==> config.mk <==
export PLATFORM = sky130hd
export DESIGN_NAME = btk_cell
export DESIGN_NICKNAME = d
export VERILOG_FILES = /design/src/rtl/btk_pkg.sv /design/src/rtl/btk_cell.sv
export SDC_FILE = /design/constraint.sdc
export NUM_CORES = 1
export LEC_CHECK = 0
export BUFFER_PORTS_ARGS = -buffer_cell sky130_fd_sc_hd__buf_4
export CORE_MARGIN = 2
export CORE_UTILIZATION = 50
export DETAILED_ROUTE_END_ITERATION = 8
export PLACE_DENSITY_LB_ADDON = 0.3
export SETUP_SLACK_MARGIN = 0.02
export SYNTH_ARGS = -nofsm -noshare
export SYNTH_HDL_FRONTEND = slang
export SYNTH_SLANG_ARGS = --single-unit
==> constraint.sdc <==
create_clock -name clock -period 7.8 [get_ports clock]
set_input_delay 1.17 -clock clock [delete_from_list [all_inputs] [get_ports clock]]
set_output_delay 1.17 -clock clock [all_outputs]
set_load 0.02 [all_outputs]
==> src/rtl/btk_pkg.sv <==
// shared constants and types of the bounded top-k set
package btk_pkg;

   localparam int MAX_ENTRIES = 64;
   localparam int KEY_BITS    = 32;
   localparam int CNT_BITS    = $clog2(MAX_ENTRIES + 1);

   localparam logic [CNT_BITS-1:0] CAP_RESET = CNT_BITS'(MAX_ENTRIES);
   localparam logic [CNT_BITS-1:0] CAP_MAX   = CNT_BITS'(MAX_ENTRIES);
   localparam logic [CNT_BITS-1:0] CAP_MIN   = CNT_BITS'(1);

   // update command broadcast to every cell of the chain
   typedef struct packed {
      logic ins;   // grow: insert key in sorted place, shift larger keys up
      logic rep;   // replace: drop lowest cell, shift smaller keys down
   } ctl_type;

endpackage

==> src/rtl/btk_cell.sv <==
// one cell of the sorted key chain: holds a key, compares it, shifts to neighbors
module btk_cell (
   input  logic                         clock,
   input  btk_pkg::ctl_type             ctl,
   input  logic [btk_pkg::KEY_BITS-1:0] key,
   input  logic                         valid,
   input  logic                         lt_lo,
   input  logic [btk_pkg::KEY_BITS-1:0] val_lo,
   input  logic                         lt_hi,
   input  logic [btk_pkg::KEY_BITS-1:0] val_hi,
   output logic                         lt,
   output logic                         eq,
   output logic [btk_pkg::KEY_BITS-1:0] val,
   output logic [btk_pkg::KEY_BITS-1:0] nxt
);

   logic [btk_pkg::KEY_BITS-1:0] val_ff;
   logic [btk_pkg::KEY_BITS-1:0] val_in;

   assign val = val_ff;
   assign lt  = valid && (val_ff < key);
   assign eq  = valid && (val_ff == key);

   always_comb begin
      val_in = val_ff;
      if (ctl.ins) begin
         // keys below the new one stay, the slot just above takes it
         if (!lt) begin
            val_in = lt_lo ? key : val_lo;
         end
      end else if (ctl.rep) begin
         // lowest key drops out, everything below the new key moves down
         if (lt_hi) begin
            val_in = val_hi;
         end else if (lt) begin
            val_in = key;
         end
      end
   end

   assign nxt = val_in;

   always_ff @(posedge clock) begin
      val_ff <= val_in;
   end

endmodule

==> flow_summary.yaml <==
power:
  leakage_nw: 2.164
  p_comb_frac: 0.550
  finalPower_uw: 869.8
  switching_share: 0.4473
  peakVddDrop_mv: 0.1140
  p_switching_uw: 389.1
  powerDensity_nw_per_um2: 188.4
  p_int_uw: 480.7
  clkPwrFrac: 0.170
  seqPwrFrac: 0.280
synthesis:
  synthTopCellsByArea: "dfxtp_1, o211ai_1, ha_1"
  yosys_warnings: 0
  synth.ff_latch_count: 32
  synth_adder_area_share: 0.1219
  synth_area_um2: 3284
  synthXorXnorAreaFrac: 0
  synth_compound_area_frac: 0.4088
  synthSimpleGateAreaFrac: 0.08800
  yosysTopAreaCellShare: 0.1950
  ys_types: 32
  synthMuxAreaShare: 0.09829
  ys_seq_area_frac: 0.1950
  syn_area_per_cell_um2: 7.315
  yosysTopAreaCell: "dfxtp_1"
  synth_fp_nets: 583
  synth_cells: 449
  synth_top_family_by_area: "compound AO/OA/AOI/OAI gates"
place:
  dp_hpwl_um: 7808
  gp_congestion: 0.8636
  placed_area_um2: 4519
  port_buffers: 167
floorplanning:
  die_y_um: 85.05
  ios: 168
  dieWidth_um: 85.05
  initial_core_util: 0.5172
  fp.dieArea_um2: 7234
  core_area_um2: 6350
  rows: 29
timing:
  finalSetupViolCount: 0
  slew_violations: 0
  tns_ns: 0
  maxSlewHeadroom: 0.1461
  timing.hold.ws_ns: 0.5706
  tightestPinTransition_ns: 1.275
  min_period_over_period: 0.7209
  fin_crit_ns: 5.623
  max_clock_freq_mhz: 177.8
  rsz0062_at_grt: "false"
  finalHoldViolations: 0
  finalClockSkew_ns: 0.005716
global_routing:
  antenna_found_initial: 0
  grt_use_total: 0.3044
  grt_first_pass_wirelength_um: 18630
  grt_max_degree: 65
  grt_pass1_vias: 4136
  grt_overflow_total: 0
run_status:
  status: "complete, no violations"
detailed_routing:
  drc: 0
  wl_um: 11330
  via_count: 4175
  wire_per_inst_um: 17.07
  drtIter0Drc: 244
  viasPerCell: 6.288
  route.antenna.remaining_nets: 0
  first_pass_iters: 5
clocking:
  htreeDepth: 2
  cts.path.max_buffers: 2
  numCtsBuffers: 5
  cts_root_buf: "clkbuf_8"
  cts_tree: "built"
  clkTransAtPathRegs_ns: 0.07
  cts_setup_buffers: 0
  cts_resized: 0
  clk_latency_ns: 0.29
  clock_sinks: 32
  holdBufCountCts: 0
final_layout:
  fin_area_um2: 4616
  largest_reg_flops: 32
  diodes: 0
  layout_commonest_cell: "buf_4"
  layout_common_cells: "buf_4, o21ai_0, o211ai_1"
  drive_gt1_frac: 0.3169
  syn_to_final_growth_pct: 40.53
  nets: 721
hold_path:
  hp-class: "register to register"
worst_setup_path:
  critPathSlowestCell: "or2_2"
  cp.arrival_ns: 4.45
  cp-end-kind: "output pin"
  cp_max_fo: 64
  critPathKind: "input port to output pin"
  crit_top_cell: "buf_4"
  start_kind: "input port"
  critPathMaxStageDelay_ns: 0.94
  crit_path_cell_trace: "buf_4 -> inv_1 -> ha_1 -> nand4_1 -> nor4_1 -> o21ai_1 -> a31oi_4 -> or2_2 -> inv_2 -> a21o_1 -> a221o_1 -> buf_4"
  critical_path_required_ns: 6.63
run:
  max_cap_violations: 0
==> area by class of cell <==
type | instances | area, um2
multi-input combinational | 342 | 2371
fill | 497 | 1734
timing repair buffer | 170 | 1276
sequential | 32 | 640.6
inverter | 36 | 135.1
clock buffer | 7 | 96.34
tap | 77 | 96.34
==> per-layer routing <==
metal / vias to the layer above / global-route usage / wire [um]
met4: 0 / 0.1486 / 379
met3: 39 / 0.05739 / 984
met2: 250 / 0.5043 / 5470
met5: - / 0 / 0
li1: 1971 / - / -
met1: 1915 / 0.3782 / 4499
==> cells by family after synthesis <==
kind of cell / Yosys count
AO/OA/AOI/OAI: 213
adder cells (fa/ha/maj): 32
buffers and inverters: 75
flip-flops: 32
multiplexers: 32
AND/OR/NAND/NOR: 65
==> through the flow <==
| stage | cells | setup slack, ns | utilization |
|---|---|---|---|
| 2_1_floorplan | 449 | 3.321 | - |
| 3_3_place_gp | 657 | 2.319 | 0.7117 |
| 3_5_place_dp | 657 | 2.219 | 0.7117 |
| 4_1_cts | 664 | 2.211 | 0.7269 |
| 5_1_grt | 664 | 1.891 | 0.7269 |
| 6_report | 664 | 2.177 | 0.7269 |
==> worst max-delay path: cells and delay by family <==
| family | cells | cell delay, ns |
|---|---|---|
| fa+ha+maj | 1 | 0.31 |
| simple gates | 3 | 1.64 |
| compound gates | 4 | 0.98 |
| buf+inv | 4 | 0.35 |
==> Yosys cell counts (all sizes together) <==
library cell,instances
nand2b,2
mux2,2
nor4,4
nor2b,1
a21o,2
nand4,5
o31ai,30
or2,1
and3,2
clkbuf,35
o31a,1
nand2,42
o211ai,60
a221oi,1
a31oi,1
dfxtp,32
inv,36
and4,1
buf,4
o21ai,69
nand3,2
ha,32
a2bb2oi,1
a211oi,2
nor2,5
a311oi,1
a221o,2
mux2i,30
a21oi,43
==> power groups by stage <==
| stage | clock, mW | sequential [mW] | combinational (mW) |
|---|---|---|---|
| 6_report | 0.148 | 0.244 | 0.478 |
| 5_1_grt | 0.156 | 0.249 | 0.520 |
| 4_1_cts | 0.150 | 0.242 | 0.475 |
| 3_5_place_dp | 0 | 0.246 | 0.474 |
| 3_3_place_gp | 0 | 0.244 | 0.464 |
| 2_1_floorplan | 0 | 0.277 | 0.242 |
==> worst paths after layout <==
kind	startpoint	to	slack, ns	depth (start not counted)
max reg2reg	val[31]	val[0]	4.31	9
min	val[15]	val[15]	0.57	2
min reg2reg	val[15]	val[15]	0.57	2
max	key[30]	nxt[0]	2.18	12
No activity file was read; power rests on OpenSTA's default activity.
